<file path="config.mk">
export PLATFORM = sky130hd
export DESIGN_NAME = serial_rtc_bitbang_sequencer
export DESIGN_NICKNAME = d
export VERILOG_FILES = /design/src/rtl/rtcs_pkg.sv /design/src/rtl/rtcs_cfg.sv /design/src/rtl/rtcs_core.sv /design/src/rtl/serial_rtc_bitbang_sequencer.sv
export SDC_FILE = /design/constraint.sdc
export NUM_CORES = 1
export LEC_CHECK = 0
export ABC_AREA = 0
export BUFFER_PORTS_ARGS = -buffer_cell sky130_fd_sc_hd__buf_2
export CAP_MARGIN = 20
export CORE_MARGIN = 3
export CORE_UTILIZATION = 55
export DETAILED_ROUTE_END_ITERATION = 10
export PLACE_DENSITY = 0.77
export SETUP_SLACK_MARGIN = 0.2
export SLEW_MARGIN = 20
export SYNTH_ARGS = -nofsm -noshare
export SYNTH_HDL_FRONTEND = slang
export SYNTH_HIERARCHICAL = 1
export SYNTH_SLANG_ARGS = --single-unit
</file>
<file path="constraint.sdc">
create_clock -name clk -period 30.1 [get_ports clk]
set_clock_uncertainty 0.2 [all_clocks]
set_input_delay 4.515 -clock clk [delete_from_list [all_inputs] [get_ports clk]]
set_output_delay 4.515 -clock clk [all_outputs]
set_load 0.05 [all_outputs]
</file>
<file path="src/rtl/rtcs_pkg.sv">
// Shared types, constants and field helpers for the serial RTC pin sequencer.
// No dependencies; imported by every module in rtl/.
package rtcs_pkg;

  localparam int unsigned NumFields = 7;
  localparam logic [15:0] HalfPeriodReset = 16'h0040;

  localparam logic [1:0] REQ_TICK  = 2'd0;
  localparam logic [1:0] REQ_READ  = 2'd1;
  localparam logic [1:0] REQ_WRITE = 2'd2;

  localparam logic [3:0] PIN_RD_OPEN   = 4'h1;
  localparam logic [3:0] PIN_RD_IDLE   = 4'h9;
  localparam logic [3:0] PIN_RD_CLK_LO = 4'hB;
  localparam logic [3:0] PIN_WR_OPEN   = 4'h5;
  localparam logic [3:0] PIN_WR_EN     = 4'hD;
  localparam logic [3:0] PIN_WR_LO     = 4'hC;
  localparam logic [3:0] PIN_WR_HI     = 4'hE;
  localparam logic [3:0] PIN_CLOSE     = 4'h1;

  localparam logic [2:0] CFG_HALF_PERIOD = 3'd0;

  typedef enum logic [8:0] {
    PH_IDLE    = 9'b000000001,
    PH_LEAD    = 9'b000000010,
    PH_OPEN_A  = 9'b000000100,
    PH_OPEN_B  = 9'b000001000,
    PH_BIT_LO  = 9'b000010000,
    PH_BIT_HI  = 9'b000100000,
    PH_TRAIL   = 9'b001000000,
    PH_CLOSE_A = 9'b010000000,
    PH_CLOSE_B = 9'b100000000
  } phase_t;

  typedef struct packed {
    logic [1:0] req_type;
    logic       data_in;
    logic [7:0] wr_field0;
    logic [7:0] wr_field1;
    logic [7:0] wr_field2;
    logic [7:0] wr_field3;
    logic [7:0] wr_field4;
    logic [7:0] wr_field5;
    logic [7:0] wr_field6;
  } item_t;

  typedef struct packed {
    logic [3:0] pin_drive;
    logic       busy_res;
    logic       done_res;
    logic [7:0] rd_field0;
    logic [4:0] rd_field1;
    logic [5:0] rd_field2;
    logic [2:0] rd_field3;
    logic [5:0] rd_field4;
    logic [6:0] rd_field5;
    logic [6:0] rd_field6;
  } result_t;

  function automatic logic [7:0] field_mask(input logic [2:0] idx);
    logic [7:0] m;
    unique case (idx)
      3'd0:    m = 8'hFF;
      3'd1:    m = 8'h1F;
      3'd2:    m = 8'h3F;
      3'd3:    m = 8'h07;
      3'd4:    m = 8'h3F;
      3'd5:    m = 8'h7F;
      3'd6:    m = 8'h7F;
      default: m = 8'hFF;
    endcase
    return m;
  endfunction

  function automatic logic [3:0] field_bits(input logic [2:0] idx);
    return (idx == 3'd3) ? 4'd4 : 4'd8;
  endfunction

endpackage

</file>
<file path="src/rtl/rtcs_cfg.sv">
// APB-style register port holding the phase length register.
// Depends on rtcs_pkg.
module rtcs_cfg
  import rtcs_pkg::*;
(
  input  logic        clk,
  input  logic        rst_n,
  input  logic        psel,
  input  logic        penable,
  input  logic        pwrite,
  input  logic [2:0]  paddr,
  input  logic [31:0] pwdata,
  output logic [31:0] prdata,
  output logic        pready,
  output logic [15:0] half_period
);

  logic [15:0] half_period_r;
  logic        wr_en;

  assign pready = 1'b1;
  assign wr_en  = psel && penable && pwrite && (paddr == CFG_HALF_PERIOD);

  always_ff @(posedge clk) begin
    if (!rst_n) begin
      half_period_r <= HalfPeriodReset;
    end else if (wr_en) begin
      half_period_r <= pwdata[15:0];
    end
  end

  assign prdata      = (paddr == CFG_HALF_PERIOD) ? {16'b0, half_period_r} : 32'b0;
  assign half_period = half_period_r;

endmodule

</file>
<file path="src/rtl/rtcs_core.sv">
// Sequencer state, field store and next-state logic for one item per cycle when adv is high.
// Depends on rtcs_pkg.
module rtcs_core
  import rtcs_pkg::*;
(
  input  logic        clk,
  input  logic        rst_n,
  input  logic        adv,
  input  item_t       item,
  input  logic [15:0] half_period,
  output result_t     res
);

  phase_t      phase_r, phase_nxt;
  logic        is_write_r, is_write_nxt;
  logic [2:0]  field_idx_r, field_idx_nxt;
  logic [3:0]  bit_idx_r, bit_idx_nxt;
  logic [15:0] tick_r, tick_nxt;
  logic [7:0]  shift_r, shift_nxt;
  logic [3:0]  pin_r, pin_nxt;
  logic [7:0]  store_r [NumFields];
  logic [7:0]  store_nxt [NumFields];
  logic        done;

  logic [15:0] period;
  logic [15:0] tick_inc;
  logic [3:0]  bit_inc;
  logic [7:0]  shift_dn;
  logic [7:0]  shift_rd;
  logic [2:0]  prev_idx;
  logic [7:0]  prev_word;

  assign period    = (half_period == 16'd0) ? 16'd1 : half_period;
  assign tick_inc  = tick_r + 16'd1;
  assign bit_inc   = bit_idx_r + 4'd1;
  assign shift_dn  = {1'b0, shift_r[7:1]};
  assign shift_rd  = shift_r | (8'(item.data_in) << bit_idx_r[2:0]);
  assign prev_idx  = field_idx_r - 3'd1;
  assign prev_word = store_r[prev_idx] & field_mask(prev_idx);

  always_comb begin
    phase_nxt     = phase_r;
    is_write_nxt  = is_write_r;
    field_idx_nxt = field_idx_r;
    bit_idx_nxt   = bit_idx_r;
    tick_nxt      = tick_r;
    shift_nxt     = shift_r;
    pin_nxt       = pin_r;
    store_nxt     = store_r;
    done          = 1'b0;

    unique case (item.req_type)
      REQ_TICK: begin
        if (phase_r != PH_IDLE) begin
          tick_nxt = tick_inc;
          if (tick_inc >= period) begin
            tick_nxt = 16'd0;
            unique case (phase_r)
              PH_LEAD: begin
                phase_nxt = PH_OPEN_A;
                pin_nxt   = is_write_r ? PIN_WR_OPEN : PIN_RD_OPEN;
              end
              PH_OPEN_A: begin
                phase_nxt = PH_OPEN_B;
                pin_nxt   = is_write_r ? PIN_WR_EN : PIN_RD_IDLE;
              end
              PH_OPEN_B: begin
                field_idx_nxt = 3'd6;
                bit_idx_nxt   = 4'd0;
                phase_nxt     = PH_BIT_LO;
                if (is_write_r) begin
                  shift_nxt = store_r[6] & field_mask(3'd6);
                  pin_nxt   = PIN_WR_LO | {3'b000, shift_nxt[0]};
                end else begin
                  shift_nxt = 8'd0;
                  pin_nxt   = PIN_RD_CLK_LO;
                end
              end
              PH_BIT_LO: begin
                phase_nxt = PH_BIT_HI;
                if (is_write_r) begin
                  pin_nxt = PIN_WR_HI | {3'b000, shift_r[0]};
                end else begin
                  shift_nxt = shift_rd;
                  pin_nxt   = PIN_RD_IDLE;
                end
              end
              PH_BIT_HI: begin
                bit_idx_nxt = bit_inc;
                if (is_write_r) begin
                  shift_nxt = shift_dn;
                  pin_nxt   = PIN_WR_LO | {3'b000, shift_dn[0]};
                  phase_nxt = (bit_inc >= field_bits(field_idx_r)) ? PH_TRAIL : PH_BIT_LO;
                end else if (bit_inc >= field_bits(field_idx_r)) begin
                  store_nxt[field_idx_r] = shift_r & field_mask(field_idx_r);
                  if (field_idx_r == 3'd0) begin
                    phase_nxt = PH_CLOSE_A;
                    pin_nxt   = PIN_RD_OPEN;
                  end else begin
                    field_idx_nxt = prev_idx;
                    bit_idx_nxt   = 4'd0;
                    shift_nxt     = 8'd0;
                    phase_nxt     = PH_BIT_LO;
                    pin_nxt       = PIN_RD_CLK_LO;
                  end
                end else begin
                  phase_nxt = PH_BIT_LO;
                  pin_nxt   = PIN_RD_CLK_LO;
                end
              end
              PH_TRAIL: begin
                if (field_idx_r == 3'd0) begin
                  phase_nxt = PH_CLOSE_A;
                  pin_nxt   = PIN_WR_OPEN;
                end else begin
                  field_idx_nxt = prev_idx;
                  bit_idx_nxt   = 4'd0;
                  shift_nxt     = prev_word;
                  phase_nxt     = PH_BIT_LO;
                  pin_nxt       = PIN_WR_LO | {3'b000, prev_word[0]};
                end
              end
              PH_CLOSE_A: begin
                phase_nxt = PH_CLOSE_B;
                pin_nxt   = PIN_CLOSE;
              end
              PH_CLOSE_B: begin
                phase_nxt = PH_IDLE;
                done      = 1'b1;
              end
              default: begin
                phase_nxt = PH_IDLE;
              end
            endcase
          end
        end
      end
      REQ_READ, REQ_WRITE: begin
        if (phase_r == PH_IDLE) begin
          is_write_nxt  = (item.req_type == REQ_WRITE);
          field_idx_nxt = 3'd0;
          bit_idx_nxt   = 4'd0;
          shift_nxt     = 8'd0;
          tick_nxt      = 16'd0;
          phase_nxt     = PH_LEAD;
          if (item.req_type == REQ_WRITE) begin
            store_nxt[0] = item.wr_field0 & field_mask(3'd0);
            store_nxt[1] = item.wr_field1 & field_mask(3'd1);
            store_nxt[2] = item.wr_field2 & field_mask(3'd2);
            store_nxt[3] = item.wr_field3 & field_mask(3'd3);
            store_nxt[4] = item.wr_field4 & field_mask(3'd4);
            store_nxt[5] = item.wr_field5 & field_mask(3'd5);
            store_nxt[6] = item.wr_field6 & field_mask(3'd6);
          end
        end
      end
      default: begin
      end
    endcase
  end

  always_ff @(posedge clk) begin
    if (!rst_n) begin
      phase_r     <= PH_IDLE;
      is_write_r  <= 1'b0;
      field_idx_r <= 3'd0;
      bit_idx_r   <= 4'd0;
      tick_r      <= 16'd0;
      shift_r     <= 8'd0;
      pin_r       <= 4'd0;
    end else if (adv) begin
      phase_r     <= phase_nxt;
      is_write_r  <= is_write_nxt;
      field_idx_r <= field_idx_nxt;
      bit_idx_r   <= bit_idx_nxt;
      tick_r      <= tick_nxt;
      shift_r     <= shift_nxt;
      pin_r       <= pin_nxt;
    end
  end

  always_ff @(posedge clk) begin
    if (adv) begin
      store_r <= store_nxt;
    end
  end

  always_comb begin
    res.pin_drive = pin_nxt;
    res.busy_res  = (phase_nxt != PH_IDLE);
    res.done_res  = done;
    res.rd_field0 = store_nxt[0];
    res.rd_field1 = store_nxt[1][4:0];
    res.rd_field2 = store_nxt[2][5:0];
    res.rd_field3 = store_nxt[3][2:0];
    res.rd_field4 = store_nxt[4][5:0];
    res.rd_field5 = store_nxt[5][6:0];
    res.rd_field6 = store_nxt[6][6:0];
  end

endmodule

</file>
<file path="src/rtl/serial_rtc_bitbang_sequencer.sv">
// Serial RTC pin sequencer: input register, sequencer core, result register.
// An accepted item waits in the input register; its result is registered when the
// core advances. Throughput: one item per cycle unless the output stalls; an empty
// input register takes a new item while a result waits on a stalled output.
// Synchronous active-low reset clears the sequencer to idle and the phase length to
// 64; the field store is not cleared. Depends on rtcs_pkg, rtcs_cfg and rtcs_core.
module serial_rtc_bitbang_sequencer
  import rtcs_pkg::*;
(
  input  logic        clk,
  input  logic        rst_n,
  input  logic        in_valid,
  output logic        in_stall,
  input  logic [1:0]  in_req_type,
  input  logic        in_data_in,
  input  logic [7:0]  in_wr_field0,
  input  logic [7:0]  in_wr_field1,
  input  logic [7:0]  in_wr_field2,
  input  logic [7:0]  in_wr_field3,
  input  logic [7:0]  in_wr_field4,
  input  logic [7:0]  in_wr_field5,
  input  logic [7:0]  in_wr_field6,
  output logic        out_valid,
  input  logic        out_stall,
  output logic [3:0]  out_pin_drive,
  output logic        out_busy_res,
  output logic        out_done_res,
  output logic [7:0]  out_rd_field0,
  output logic [4:0]  out_rd_field1,
  output logic [5:0]  out_rd_field2,
  output logic [2:0]  out_rd_field3,
  output logic [5:0]  out_rd_field4,
  output logic [6:0]  out_rd_field5,
  output logic [6:0]  out_rd_field6,
  input  logic        psel,
  input  logic        penable,
  input  logic        pwrite,
  input  logic [2:0]  paddr,
  input  logic [31:0] pwdata,
  output logic [31:0] prdata,
  output logic        pready
);

  logic        in_v_r;
  item_t       item_r;
  logic        out_v_r;
  result_t     res_r;
  result_t     res;
  logic        adv;
  logic        in_take;
  logic [15:0] half_period;

  rtcs_cfg u_cfg (
    .clk         (clk),
    .rst_n       (rst_n),
    .psel        (psel),
    .penable     (penable),
    .pwrite      (pwrite),
    .paddr       (paddr),
    .pwdata      (pwdata),
    .prdata      (prdata),
    .pready      (pready),
    .half_period (half_period)
  );

  rtcs_core u_core (
    .clk         (clk),
    .rst_n       (rst_n),
    .adv         (adv),
    .item        (item_r),
    .half_period (half_period),
    .res         (res)
  );

  assign adv      = in_v_r && (!out_v_r || !out_stall);
  assign in_stall = in_v_r && out_v_r && out_stall;
  assign in_take  = in_valid && !in_stall;

  always_ff @(posedge clk) begin
    if (!rst_n) begin
      in_v_r  <= 1'b0;
      out_v_r <= 1'b0;
    end else begin
      if (in_take) begin
        in_v_r <= 1'b1;
      end else if (adv) begin
        in_v_r <= 1'b0;
      end
      if (adv) begin
        out_v_r <= 1'b1;
      end else if (!out_stall) begin
        out_v_r <= 1'b0;
      end
    end
  end

  always_ff @(posedge clk) begin
    if (in_take) begin
      item_r.req_type  <= in_req_type;
      item_r.data_in   <= in_data_in;
      item_r.wr_field0 <= in_wr_field0;
      item_r.wr_field1 <= in_wr_field1;
      item_r.wr_field2 <= in_wr_field2;
      item_r.wr_field3 <= in_wr_field3;
      item_r.wr_field4 <= in_wr_field4;
      item_r.wr_field5 <= in_wr_field5;
      item_r.wr_field6 <= in_wr_field6;
    end
    if (adv) begin
      res_r <= res;
    end
  end

  assign out_valid     = out_v_r;
  assign out_pin_drive = res_r.pin_drive;
  assign out_busy_res  = res_r.busy_res;
  assign out_done_res  = res_r.done_res;
  assign out_rd_field0 = res_r.rd_field0;
  assign out_rd_field1 = res_r.rd_field1;
  assign out_rd_field2 = res_r.rd_field2;
  assign out_rd_field3 = res_r.rd_field3;
  assign out_rd_field4 = res_r.rd_field4;
  assign out_rd_field5 = res_r.rd_field5;
  assign out_rd_field6 = res_r.rd_field6;

endmodule
</file>
==> metrics.md <==
| Metric | Value |
|---|---|
| CTS Root Cell | clkbuf_16 |
| Met2 Wirelength | 13300 µm |
| Top Layer Used | met4 |
| Post-CTS sizing | 0 |
| Peak supply drop | 0.0526 mV |
| Worst Hold Path EP | u_core/bit_idx_r[3]$_SDFFE_PN0P_ |
| Crit. End Element | output port |
| Final Hold Fails | 0 |
| Pwr Total | 697 µW |
| # rows | 52 |
| Routed length on met1 | 12300 µm |
| Pre-antenna DRT Iters | 5 |
| Worst hold path stage count | 2 |
| Post-Layout Cell Count | 1474 |
| RR Endpoint | out_rd_field0[4]$_DFFE_PP_ |
| Slew margin rel. | 18.7% |
| Register-to-register setup slack | 25.69 ns |
| Syn-to-layout area delta | 9.94% |
| Period utilization | 34.1% |
| Max Freq | 0.0976 GHz |
| Pleak | 5.08 nW |
| Cts hold-fix bufs | 0 |
| CTS sink cnt | 208 |
| Layout cells sized above 1 | 19.1% |
| Drt wl/cell | 19.6 µm |
| Number of remaining DRC errors | 0 |
| Clk pin slew, worst setup/hold paths | 0.06 ns |
| Worst path arrival time | 5.54 ns |
| Core footprint | 0.0206 mm² |
| DR vias/cell | 6.20 |
| Nets | 1319 |
| Placed Instances | 1434 |
| CTS max path bufs | 3 |
| GRT Residual Overflow | 0 |
| Worst-Skew Late Latency | 0.52 ns |
| First-pass GRT wire length | 46400 µm |
| Crit path kind | in -> out |
| CTS H-tree lvls | 1 |
| Worst min-delay path class | reg -> reg |
| Final Wtd Congestion | 0.917 |
| FF-to-FF path depth | 14 |
| Finished Core Util | 62.7% |
| Post-route ant nets | 0 |
| # Max-Cap Violations | 0 |
| Met3 wire len | 2530 µm |
| Slew @ Worst Pin | 1.21 ns |
| Largest net degree at the start of global routing | 87 |
| R2r startpoint | u_core/tick_r[0]$_SDFFE_PN0P_ |
| Cell Area, Synth | 0.0118 mm² |
| Status | finished clean |
| Post-layout min period | 10.25 ns |
| TritonCTS clock tree | yes |
| Yosys warns | 6 |
| Die Ht | 152 µm |
| IO Count | 184 |
| Fin area | 0.0129 mm² |
| Port bufs | 136 |
| CTS Buf Count | 22 |
| Total GRT Usage | 24.0% |
| Via count | 9143 |
| Die Footprint | 0.0232 mm² |
| RSZ-0062 raised after global routing | no |
| Avg Cell Area, Syn | 10.4 µm² |
| CP required | 25.39 ns |
| Postcts setup bufs | 0 |
| HPWL after DPL | 19500 µm |
| Pwr Density | 53.9 mW/mm² |
| Post-Route Setup TNS | 0 ns |
| Hold_sp | u_core/bit_idx_r[3]$_SDFFE_PN0P_ |
| Final setup violation count | 0 |
| Post-place instance area | 0.0122 mm² |
| Final Slew Violations | 0 |
| CP max FO | 18 |
| Mapped Cells | 1133 |
| CP Launch Type | primary input |
| 1st-iter DRT viols | 858 |
| Routed WL | 28900 µm |
| Vias in the first global route | 8707 |
| Leading cell type in the layout, fill and taps excluded | edfxtp_1 |
| Initial antenna violation count | 1 |
| Initial Util | 57.0% |
| Most frequent cells in the layout | 145 x edfxtp_1, 136 x buf_2, 89 x nand2_1, 68 x o21ai_0, 65 x mux2i_1 |
| Die outline width | 152 µm |
-- through the flow --
step                      hold WS [ns]  setup WS (ns)
after floorplan                  0.243          15.74
after global placement           0.261          19.89
after detailed placement         0.275          19.83
after CTS                        0.283          19.83
after global routing             0.322          19.70
final                            0.279          19.85
-- critical path, cell delays in order --
cell and delay (ns):
buf_2 0.11, nor3_4 0.43, and2_2 0.22, buf_2 0.26
-- layer usage --
metal | track usage, % | up-vias
li1 | - | 4259
met1 | 35.2 | 4363
met2 | 37.4 | 461
met3 | 3.18 | 60
met4 | 7.32 | 0
met5 | 0 | -
-- flip-flops by register name, summed over array words and instances, names as in the netlist, 5 cells and up --
name / flops
out_rd_field6: 7
u_core/store_r: 52
u_core/phase_r: 9
out_rd_field4: 6
u_core/tick_r: 16
u_cfg/half_period: 16
out_rd_field0: 8
out_rd_field1: 5
out_rd_field5: 7
u_core/shift_r: 8
out_rd_field2: 6
item_r: 45
-- layout make-up --
type                            count  area, µm²
Timing Repair Buffer              151        793
Fill cell                        1677       7690
Antenna cell                        1       2.50
Clock inverter                     11        155
Tap cell                          270        338
Multi-Input combinational cell    775       5340
Inverter                           30        113
Clock buffer                       28        573
Sequential cell                   208       5620
-- where the power goes --
group	total, mW	internal (mW)	switching (mW)
combinational	0.0901	0.0288	0.0613
clock	0.274	0.162	0.112
sequential	0.333	0.324	0.00931
-- how the worst max path moves through the flow --
stage,cells past startpoint,end,from,slack (ns)
after floorplan,6,u_core/tick_r[9]$_SDFFE_PN0P_,out_stall,15.74
after global placement,4,prdata[2],paddr[1],19.89
after detailed placement,4,prdata[1],paddr[1],19.83
after CTS,4,prdata[1],paddr[1],19.83
after global routing,4,prdata[0],paddr[1],19.70
final,4,prdata[1],paddr[1],19.85
No activity file was read; power rests on OpenSTA's default activity.
